<file path="src/design/assert_macros.svh">
// Concurrent assertion helpers for the design folder.
`ifndef ASSERT_MACROS_SVH
`define ASSERT_MACROS_SVH
`ifndef SYNTHESIS
`define ASSERT_IMPLIES(label, clk, rst_n, ante, cons) \
    label: assert property (@(posedge clk) disable iff (!rst_n) (ante) |-> (cons)) \
        else $error("assertion failed: implication");
`define ASSERT_NEXT(label, clk, rst_n, ante, cons) \
    label: assert property (@(posedge clk) disable iff (!rst_n) (ante) |=> (cons)) \
        else $error("assertion failed: next-cycle implication");
`else
`define ASSERT_IMPLIES(label, clk, rst_n, ante, cons)
`define ASSERT_NEXT(label, clk, rst_n, ante, cons)
`endif
`endif

</file>
<file path="src/design/cob_pkg.sv">
package cob_pkg;

    localparam int CHAN_W    = 8;
    localparam int QUOT_W    = 8;
    localparam int NUM_CHAN  = 3;
    localparam int ALPHA_LSB = 24;

    localparam logic [CHAN_W-1:0] CHAN_MAX = 8'hff;

    typedef logic [CHAN_W-1:0] chan_t;
    typedef logic [QUOT_W-1:0] quot_t;

endpackage

</file>
<file path="src/design/cob_div_pipe.sv">
module cob_div_pipe #(
    parameter int DW = 25
) (
    input  logic                         clk,
    input  logic [DW+cob_pkg::QUOT_W-1:0] numer,
    input  logic [DW-1:0]                denom,
    output cob_pkg::quot_t               quot
);

    localparam int STEPS = cob_pkg::QUOT_W;
    localparam int W     = DW + STEPS;

    logic [W-1:0]          rem_reg [0:STEPS-1];
    logic [DW-1:0]         dv_reg  [0:STEPS-1];
    cob_pkg::quot_t        q_reg   [0:STEPS-1];

    // One quotient bit per stage, most significant first; quotient fits in STEPS bits.
    for (genvar i = 0; i < STEPS; i++) begin : g_step
        logic [W-1:0]   rem_in;
        logic [DW-1:0]  dv_in;
        cob_pkg::quot_t q_in;
        logic [W-1:0]   dshift;
        logic           take;

        if (i == 0) begin : g_first
            assign rem_in = numer;
            assign dv_in  = denom;
            assign q_in   = '0;
        end else begin : g_rest
            assign rem_in = rem_reg[i-1];
            assign dv_in  = dv_reg[i-1];
            assign q_in   = q_reg[i-1];
        end

        assign dshift = W'(dv_in) << (STEPS - 1 - i);
        assign take   = (rem_in >= dshift);

        always_ff @(posedge clk)
        begin
            rem_reg[i] <= take ? (rem_in - dshift) : rem_in;
            dv_reg[i]  <= dv_in;
            q_reg[i]   <= q_in | (cob_pkg::quot_t'(take) << (STEPS - 1 - i));
        end
    end

    assign quot = q_reg[STEPS-1];

endmodule

</file>
<file path="config.mk">
export PLATFORM = sky130hd
export DESIGN_NAME = cob_div_pipe
export DESIGN_NICKNAME = d
export VERILOG_FILES = /design/src/design/assert_macros.svh /design/src/design/cob_pkg.sv /design/src/design/cob_div_pipe.sv
export SDC_FILE = /design/constraint.sdc
export NUM_CORES = 1
export LEC_CHECK = 0
export BUFFER_PORTS_ARGS = -buffer_cell sky130_fd_sc_hd__buf_2
export CORE_AREA = 2 2 205 247
export CTS_BUF_LIST = sky130_fd_sc_hd__clkbuf_16
export DETAILED_ROUTE_END_ITERATION = 10
export DIE_AREA = 0 0 207 249
export GPL_TIMING_DRIVEN = 0
export PLACE_DENSITY_LB_ADDON = 0.15
export SYNTH_ARGS = -nofsm -noshare
export SYNTH_HDL_FRONTEND = slang
export SYNTH_SLANG_ARGS = --single-unit
</file>
<file path="constraint.sdc">
create_clock -name clk -period 7.4 [get_ports clk]
set_input_delay 0.37 -clock clk [delete_from_list [all_inputs] [get_ports clk]]
set_output_delay 0.37 -clock clk [all_outputs]
set_load 0.02 [all_outputs]
</file>
* After elaboration in Yosys (flattened, before gate mapping) *
Memories as Yosys holds them, arrays and structs flattened.
Index checks and enable logic that the tools add are counted.

operators by class
  multiplexer cells = 8
  $lt $le $gt $ge = 8
  add/subtract/negate cells = 8
  bitwise operators = 7

operators with widths
  operator          number
  $mux W33          8
  $ge A33 B25 Y1    1
  $ge A33 B26 Y1    1
  $ge A33 B27 Y1    1
  $ge A33 B28 Y1    1
  $ge A33 B29 Y1    1
  $ge A33 B30 Y1    1
  $ge A33 B31 Y1    1
  $ge A33 B32 Y1    1
  $sub A33 B25 Y33  1
  $sub A33 B26 Y33  1
  $sub A33 B27 Y33  1
  $sub A33 B28 Y33  1
  $sub A33 B29 Y33  1
  $sub A33 B30 Y33  1
  $sub A33 B31 Y33  1
  $sub A33 B32 Y33  1
  $or A8 B1 Y8      1
  $or A8 B2 Y8      1
  $or A8 B3 Y8      1
  $or A8 B4 Y8      1
  $or A8 B5 Y8      1
  $or A8 B6 Y8      1
  $or A8 B7 Y8      1

storage, ports and cells
  memories kept = 3
  memory bits (writable) = 528
  bits in registers = 0
  logic and storage cells = 34
  output and inout bits = 8

memory list
  name     words  width  rd ports  clocked after memory_dff  wr ports  line                RTL
  rem_reg  8      33     7         0                         8         cob_div_pipe.sv:13  logic [W-1:0] rem_reg [0:STEPS-1];
  dv_reg   8      25     7         0                         8         cob_div_pipe.sv:14  logic [DW-1:0] dv_reg [0:STEPS-1];
  q_reg    8      8      8         0                         8         cob_div_pipe.sv:15  cob_pkg::quot_t q_reg [0:STEPS-1];

* Longest topological paths before layout *
Gate-level depths: netlist (run 1).
An unclocked memory read counts as a cell.

  word-level depth = 3
  gate-level depth with buffers = 14
  depth with buffers taken out = 13

* Worst setup path after synthesis (run 1) *
OpenSTA, ideal clock, no wires.

  kind = input-to-reg
  start point = in numer[7] in the netlist's numbering
  end point = mem rem_reg[0][19] in the netlist's numbering
  library setup time = 0.121 ns
  stages on the path = 12
  slack = 4.481 ns
  data arrival time = 2.798 ns
  path buffers = 1
  cell sequence = inv_1 > ha_1 > fa_1 > nor2b_1 > o21ai_1 > a21boi_1 > o21ai_1 > a211oi_1 > o2111ai_1 > nand3_2 > buf_2 > mux2_2

RTL lines
  element      line                RTL
  from (decl)  cob_div_pipe.sv:5   input logic [DW+cob_pkg::QUOT_W-1:0] numer,
  to (decl)    cob_div_pipe.sv:13

==> out/metrics.cfg, run 1 <==
[finish]
drive_gt1_share_pct=9.098
fin_nets=2794
n_antenna_cell=0
largest_reg_flops=231
design_area_um2=24410
syn_to_final_growth_pct=13.71
fillers=4689
stdcell_count=3198

[placed_design]
dp_hpwl_mm=45.35
dpl-instance-area_um2=22600
place_congestion=0.9200
placed_cells=3081
port_buffers=66

[synth]
synth_area_um2=21470
ys_top_cells_by_count=dfxtp_1 (442), inv_1 (251), a21oi_1 (215)
ys_types=83
async_reset_ff_share_pct=0
ys.flop_type=dfxtp_1
synth_top_area_share_pct=41.22
yosysMostFrequentCell=dfxtp_1
synth_area_per_cell_um2=9.028
yosys_warnings=0
synth_top_area_cell=dfxtp_1
synth.area.top_cells=dfxtp_1 (41%), ha_1 (12%), a21oi_1 (5.0%), inv_1 (4.4%), xnor2_1 (3.7%)
synth_edf_count=0
yosysSeqAreaShare_pct=41.22
synth-seq-cells=442
synthesis.nets=2644
syn-instance-count=2378

[sta]
period_share_pct=53.20
maxSlewViolCount=0
tns_ns=0
fin_crit_ns=3.937
timing.fmax_mhz=254.0
setup_viol=0
finClkSkew_ns=0.01506
rsz0062_at_grt=no
finalHoldViolations=0
tightest_slew_ns=1.070
slew_headroom_pct=27.66

[clocking]
clk_latency_ns=0.60
cts_setup_buffers=0
cts.sinks=442
cts_hold_buffers=35
h-tree-depth=2
cts.clk_slew.worst_paths_ns=0.06
cts_tree=done
cts.root.buffer_cell=clkbuf_16
numCtsBuffers=47
clockBufferDepth=3
ctsResizeCount=0

[setup_path]
critPathMaxFanout=10
crit_path_end=rem_reg[3][26]
r2r_start=dv_reg[2][19]
startpoint_type=register
criticalPathCategory=register to register
r2r_setup_slack_ns=3.46
worstReg2RegEnd=rem_reg[3][26]
worst_ep_arrival_time_ns=4.39
crit_path_end_kind=register
required_ns=7.85
rr_worst_depth=13
cp-startpoint=dv_reg[2][19]

[global_route]
antenna_found_initial=0
grt-ovfl-total=0
grt_pass1_wl_mm=87.19
grt_max_degree=14
groute.usage.overall_pct=21.11
grt_pass1_vias=17320

[floorplanning]
coreArea_um2=49000
die_area_um2=51540
ios=67
die_x_um=207
chipHeight_um=249
start_util_pct=43.82
std_cell_rows=89

[detailed_routing]
ant_nets=0
totalWireLength_mm=55.22
drt-pass1-iter-count=5
viasPerCell=5.185
wl_per_cell_um=17.27
drc_errors=0
drt_iter0_markers=760
dr_total_vias=16580

[worst_hold_path]
hold_path_class=input pin to register

[outcome]
status=finished, final reports clean

[pwr]
peakVddDrop_mv=0.1797
total_power_mw=10.46
p_leak_nw=11.29
power.density_nw_per_um2=428.3

[run]
cap_violations=0

## per-stage QoR
step                      worst slack, ns  utilization [%]  hold slack [ns]
after floorplan                     4.481                -           0.3096
after global placement              3.522            46.12           0.3095
after detailed placement            3.537            46.12           0.3121
after CTS                           3.554            49.82        0.0007184
after global routing                3.434            49.82          0.02693
final                               3.463            49.82          0.03079
## report_power, final
part           leakage (nW)  internal (mW)  total [mW]  switching, mW
Clock                 0.756           1.30        2.24          0.941
Sequential             3.72           3.08        3.47          0.395
Combinational          6.82           2.07        4.75           2.67
## layout make-up
class / count / area, um2 / area share, %
clock inverter: 35 / 290.3 / 1.189
buffer: 55 / 252.7 / 1.035
tap: 637 / 797.0 / 3.265
inverter: 253 / 949.7 / 3.890
timing repair buffer: 101 / 680.7 / 2.788
clock buffer: 47 / 1176 / 4.818
multi-input combinational: 1628 / 11420 / 46.77
sequential: 442 / 8848 / 36.25
## layer usage
metal  wire, um  share of wire [%]  global-route usage (%)
met5          0                  0                       0
met4       4400                8.0                   15.20
met3       1498                2.7                   2.811
met2      28850                 52                   40.88
met1      20470                 37                   20.26
## cell families after synthesis
family          synth area share [%]
mux                            2.209
simple gates                   12.74
buf+inv                        5.601
fa+ha+maj                      12.31
flops                          41.22
compound gates                 19.07
xor+xnor                       6.854
## worst min path at each step
stage / start / end / slack, ns / cells past startpoint
6_report: numer[12] / rem_reg[0][12] / 0.03 / 2
5_1_grt: numer[14] / rem_reg[0][14] / 0.03 / 2
4_1_cts: numer[12] / rem_reg[0][12] / 0.0007 / 2
3_5_place_dp: q_reg[1][15] / q_reg[1][23] / 0.31 / 0
3_3_place_gp: q_reg[1][6] / q_reg[1][14] / 0.31 / 0
2_1_floorplan: q_reg[0][7] / q_reg[0][15] / 0.31 / 0
## cell usage in the layout, fill, tap and decap left out, types with 14 or more instances in the layout
master	instances
nor2b_1	28
o21ai_0	136
dfxtp_1	442
nor3_1	41
nand2_1	152
nand3_1	34
a21o_1	94
xnor2_1	91
nor4_1	19
xor2_1	77
buf_2	84
nor2_1	164
o21a_1	34
a31oi_1	18
and3_1	19
nand4_1	34
inv_1	259
nand2b_1	14
a21oi_1	215
dlygate4sd3_1	35
o21bai_1	18
clkbuf_16	47
clkbuf_1	30
ha_1	200
mux2_2	39
## critical path: stages (launching register included)
cell	delay [ns]
dfxtp_1	0.36
inv_1	0.05
ha_1	0.26
clkbuf_1	0.45
nand4b_1	0.25
nor4_1	0.53
nand4_1	0.20
nand3_1	0.16
or3_1	0.12
a31oi_1	0.04
nor2_1	0.22
clkbuf_1	0.62
buf_2	0.42
a21oi_1	0.12
No activity file was read; power rests on OpenSTA's default activity.
==> run 2, diff against run 1 <==
- ABC_AREA: unset -> 1
- CORE_AREA: 2 2 205 247 -> 2 2 231 279
- DIE_AREA: 0 0 207 249 -> 0 0 233 281
- clock period: 7.4 -> 3.8 ns (I/O delays scaled with it)
==> run 2 against run 1 <==
  * Clock skew rose by 0.015 ns
  * Synthesized area rose by 28%
  * Hold slack improved by 0.19 ns
  * Core utilization fell by 0.41 points
  * Clock-buffer cell count rose by 3
==> out/metrics.cfg, run 2 <==
[clocking]
ctsResizeCount=0
cts.clk_slew.worst_paths_ns=0.06
cts.root.buffer_cell=clkbuf_16
cts.sinks=442
cts_tree=done
cts_hold_buffers=58
clk_latency_ns=0.62
clockBufferDepth=3
h-tree-depth=2
numCtsBuffers=50
cts_setup_buffers=0

[floorplanning]
chipHeight_um=281
coreArea_um2=62810
die_area_um2=65470
std_cell_rows=101
die_x_um=233
ios=67
start_util_pct=43.66

[finish]
fin_nets=4880
design_area_um2=31030
stdcell_count=5477
n_antenna_cell=0
drive_gt1_share_pct=5.373
final_cell_mix=nand2_1 (1872), inv_1 (959), dfxtp_1 (442), nor2_1 (274), nand3_1 (216)
syn_to_final_growth_pct=13.16
final_common_cell=nand2_1
largest_reg_flops=231

[global_route]
antenna_found_initial=0
grt_pass1_vias=25920
grt-ovfl-total=0
grt_max_degree=15
groute.usage.overall_pct=27.21
grt_pass1_wl_mm=134.1

[placed_design]
port_buffers=66
dp_hpwl_mm=75.55
dpl_worst_slack_ns=1.041
placed_cells=5328
dpl-instance-area_um2=28790
place_congestion=0.9512

[synth]
synth_edf_count=0
ys_types=39
yosysMostFrequentCell=nand2_1
synth_top_area_cell=dfxtp_1
synth.area.top_cells=dfxtp_1 (32%), nand2_1 (26%), inv_1 (13%), ha_1 (9.1%), nand3_1 (3.9%)
synthesis.nets=4704
synth_area_per_cell_um2=6.179
async_reset_ff_share_pct=0
yosys_warnings=0
syn-instance-count=4438
synth-seq-cells=442
synth_top_area_share_pct=32.27
synth_area_um2=27420
ys_top_cells_by_count=nand2_1 (1872), inv_1 (952), dfxtp_1 (442)
yosysSeqAreaShare_pct=32.27
ys.flop_type=dfxtp_1

[setup_path]
criticalPathCategory=register to register
rr_worst_depth=12
worst_path_max_delay_cell=nor2_1
critPathMaxFanout=10
required_ns=4.34
crit_path_end_kind=register
startpoint_type=register
worst_ep_arrival_time_ns=3.37
slowest_delay_ns=0.38
crit_chain=inv_1 -> ha_1 -> nand2_1 -> nor2_1 -> nand3_1 -> nor2_1 -> a21oi_1 -> nand3_2 -> buf_6 -> buf_4 -> nand3_1 -> nand2_1

[sta]
maxSlewViolCount=0
setup_viol=0
holdWs_ns=0.2251
slew_headroom_pct=41.84
tns_ns=0
rsz0062_at_grt=no
layout_setup_ws_ns=0.9716
fin_crit_ns=2.828
period_share_pct=74.43
finClkSkew_ns=0.02967
finalHoldViolations=0
tightest_slew_ns=0.8633
timing.fmax_mhz=353.6

[detailed_routing]
totalWireLength_mm=87.92
drt_iter0_markers=942
dr_total_vias=25240
drc_errors=0
viasPerCell=4.608
wl_per_cell_um=16.05
ant_nets=0
drt-pass1-iter-count=5

[pwr]
peakVddDrop_mv=0.3514
power.density_nw_per_um2=790.2
p_leak_nw=18.34

[worst_hold_path]
hold_path_depth=2
hold_path_class=input pin to register

[outcome]
status=finished, final reports clean

[run]
cap_violations=0

-- run 2: cell count changes in the layout (fill, tap and decap cells not counted), moves of 81 or more --
cell     change
nand2_1   +1720
a21oi_1    -111
nor2_1     +110
a21o_1      -93
nand3_1    +182
o21ai_0    -119
xnor2_1     -81
inv_1      +700
-- run 2: final cells by class --
cell class / instances / area, um2
inverter: 966 / 3628
tap: 824 / 1031
sequential: 442 / 8848
buffer: 37 / 322.8
clock inverter: 41 / 416.7
fill: 6693 / 31770
multi-input combinational: 2993 / 14620
clock buffer: 50 / 1251
timing repair buffer: 124 / 910.9
-- run 2: logic make-up (layout without fill, tap and decap cells) --
| family | after synthesis | after routing | synth area share [%] |
|---|---|---|---|
| DFF | 442 | 442 | 32.27 |
| AOI/OAI and AO/OA | 149 | 149 | 2.925 |
| and+or+nand+nor | 2540 | 2540 | 37.67 |
| xor gates and xnor gates | 97 | 97 | 3.098 |
| buffers and inverters | 1003 | 1218 | 14.41 |
| adders and majority gates | 207 | 207 | 9.636 |
-- run 2: final timing paths --
path                                    from        endpoint  slack, ns
worst max-delay path            dv_reg[1][9]  rem_reg[2][26]       0.97
worst min-delay path               denom[11]   dv_reg[0][11]       0.23
worst max register to register  dv_reg[1][9]  rem_reg[2][26]       0.97
worst min register to register  q_reg[1][20]    q_reg[1][28]       0.32
-- run 2: power by group --
part / switching [mW] / internal (mW) / total, mW
clock: 2.04 / 2.83 / 4.87
sequential: 0.773 / 5.99 / 6.76
combinational: 8.61 / 4.28 / 12.9
-- run 2: per-layer routing --
layer | track usage, % | wire, um | vias up
met5 | 0 | 0 | -
met2 | 55.81 | 47950 | 511
met3 | 2.739 | 1982 | 336
li1 | - | - | 13550
met1 | 21.30 | 27990 | 10850
met4 | 26.59 | 10000 | 0
-- run 2: stage by stage --
| stage | util (%) | total power [mW] |
|---|---|---|
| 2_1_floorplan | - | 15.82 |
| 3_3_place_gp | 45.83 | 19.57 |
| 3_5_place_dp | 45.83 | 19.67 |
| 4_1_cts | 49.41 | 24.65 |
| 5_1_grt | 49.41 | 26.62 |
| 6_report | 49.41 | 24.52 |
-- run 2: critical path, delay by kind of cell (launching register included) --
family	cells	cell delay, ns
AOI/OAI and AO/OA	1	0.15
adders and majority gates	1	0.33
buffers and inverters	3	0.45
DFF	1	0.35
and+or+nand+nor	7	1.44
==> run 3, diff against run 2 <==
- ABC_AREA: 1 -> 0
- CORE_AREA: 2 2 231 279 -> 2 2 205 247
- DIE_AREA: 0 0 233 281 -> 0 0 207 249
- clock period: 3.8 -> 2.7 ns (I/O delays scaled with it)
==> run 3 against run 2 <==
  * The run now ends with negative hold slack, negative setup slack left
  * Clock power is 28% higher
  * Combinational power is 35% higher
  * Non-clock buffer count is 126 higher
  * Worst setup slack worse by 1.2 ns
  * Critical path depth is 2 higher
  * Hold slack worse by 0.54 ns
  * Die area is 21% lower
  * Register-to-register slack worse by 1.2 ns
  * Sequential share of layout area is 2.5 points higher
  * Core utilization is 9.2 points higher
  * Critical endpoint is now rem_reg[2][22]
  * Largest power group unchanged
==> out/metrics.cfg, run 3 (synthesis gave the netlist of run 1 again) <==
[outcome]
status=complete, but fails checks
violations=negative hold slack, negative setup slack

[worst_hold_path]
hold_path_class=input pin to register
hold_path_depth=1
min_from=denom[0]
min_to=dv_reg[0][0]

[global_route]
groute.usage.overall_pct=23.39
grt-ovfl-total=0
grt_pass1_wl_mm=95.91
antenna_found_initial=0
grt_pass1_vias=18360
grt_max_degree=15

[finish]
final_cell_mix=dfxtp_1 (396), inv_1 (236), a21oi_1 (161), nor2_1 (134), ha_1 (132)
syn_to_final_growth_pct=33.87
fin_nets=2925
stdcell_count=3327
design_area_um2=28740
final_common_cell=dfxtp_1
n_antenna_cell=0
drive_gt1_share_pct=28.14
largest_reg_flops=231
final_util_pct=58.65

[floorplanning]
coreArea_um2=49000
die_area_um2=51540
std_cell_rows=89
start_util_pct=43.82
chipHeight_um=249
die_x_um=207
ios=67

[pwr]
total_power_mw=33.50
seqPwrFrac_pct=29.5
switchingPower_mw=13.01
peakVddDrop_mv=0.5509
p_leak_nw=12.69
p_int_mw=20.49
pwr-share-comb_pct=51.9
power.density_nw_per_um2=1166
netSwitchingFraction_pct=38.84
power_frac_clock_pct=18.6

[setup_path]
required_ns=3.17
critPathMaxFanout=8
criticalPathCategory=register to register
worstSetupPathDepth=14
rr_worst_depth=14
crit_path_end_kind=register
timing.critical_path.max_delay_family=compound AO/OA/AOI/OAI gates
startpoint_type=register
worst_ep_arrival_time_ns=3.43
slowest_delay_ns=0.37
worstReg2RegEnd=rem_reg[2][22]
crit_chain=inv_2 -> ha_4 -> inv_2 -> fa_2 -> a211oi_2 -> nor2_2 -> a211oi_2 -> a21oi_2 -> a221oi_4 -> buf_6 -> o31ai_4 -> buf_12 -> clkbuf_16 -> mux2_2
r2r_setup_slack_ns=-0.26
r2r_start=rem_reg[1][5]
crit_buf_inv=5
worst_path_max_delay_cell=fa_2

[sta]
maxSlewViolCount=0
timing.fmax_mhz=337.7
fin_crit_ns=2.961
holdWs_ns=-0.3180
tns_ns=-12.57
slew_headroom_pct=39.28
rsz0062_at_grt=yes
layout_setup_ws_ns=-0.2608
tightest_slew_ns=0.9024
finalHoldViolations=2
setup_viol=106
period_share_pct=109.7
finClkSkew_ns=0.01601

[placed_design]
place_congestion=0.9224
dpl-instance-area_um2=22630
port_buffers=66
placed_cells=3081
dp_hpwl_mm=46.15
dpl_worst_slack_ns=-1.193

[detailed_routing]
drc_errors=0
wl_per_cell_um=18.88
highest_layer=met4
drt-pass1-iter-count=5
ant_nets=0
met3WireLength_mm=1.558
dr_total_vias=17510
wl_met2_mm=34.85
drt_iter0_markers=708
totalWireLength_mm=62.83
viasPerCell=5.261
drt-met1-wl_mm=21.91

[clocking]
h-tree-depth=2
cts.sinks=442
clockBufferDepth=3
numCtsBuffers=46
cts.clk_slew.worst_paths_ns=0.06
cts.root.buffer_cell=clkbuf_16
cts_tree=done
clk_latency_ns=0.58

[run]
cap_violations=0

==> run 3: cell count changes in the layout (fill, tap and decap cells not counted), sizes merged, moves of 106 or more <==
cell,change
nand2,-1733
nand3,-190
inv,-715
o21ai,+120
buf,+106
nor2,-135
==> run 3: final cells by class <==
class / instances / area (um2)
Timing Repair Buffer: 246 / 2206
Timing Repair inverter: 1 / 8.758
Clock inverter: 33 / 329.1
Clock buffer: 46 / 1151
Inverter: 253 / 965.9
Multi-Input combinational cell: 1628 / 13870
Fill cell: 4223 / 20260
Sequential cell: 442 / 8914
Tap cell: 637 / 797.0
Buffer: 41 / 496.7
==> run 3: per-layer routing <==
layer / global-route usage, % / up-vias
li1: - / 8831
met1: 21.53 / 8203
met2: 47.50 / 310
met3: 3.001 / 161
met4: 14.63 / 0
met5: 0 / -
==> run 3: repair_timing <==
| item | CTS | global route |
|---|---|---|
| gates resized for setup | 438 | 270 |
| setup endpoints to repair | 203 | 195 |
| cloned | 12 | 4 |
| setup buffers | 74 | 41 |
| endpoints found under the hold margin | 58 | 4 |
| hold buffers | 54 | 2 |
| pin swaps | 117 | 116 |
==> run 3: power by group through the flow <==
stage	sequential, mW	combinational, mW	clock, mW
after floorplan	9.28	10.1	0
after global placement	9.66	12.9	0
after detailed placement	9.65	13.0	0
after CTS	9.67	15.5	6.41
after global routing	10.1	19.0	6.66
final	9.87	17.4	6.24
==> run 3: how the worst max path moves through the flow <==
stage	from	endpoint	slack [ns]
3_3_place_gp	dv_reg[2][19]	rem_reg[3][22]	-1.24
5_1_grt	rem_reg[1][5]	rem_reg[2][22]	-0.41
4_1_cts	rem_reg[0][6]	rem_reg[1][32]	-0.19
6_report	rem_reg[1][5]	rem_reg[2][22]	-0.26
2_1_floorplan	rem_reg[5][1]	rem_reg[6][30]	0.006
3_5_place_dp	dv_reg[2][19]	rem_reg[3][22]	-1.19
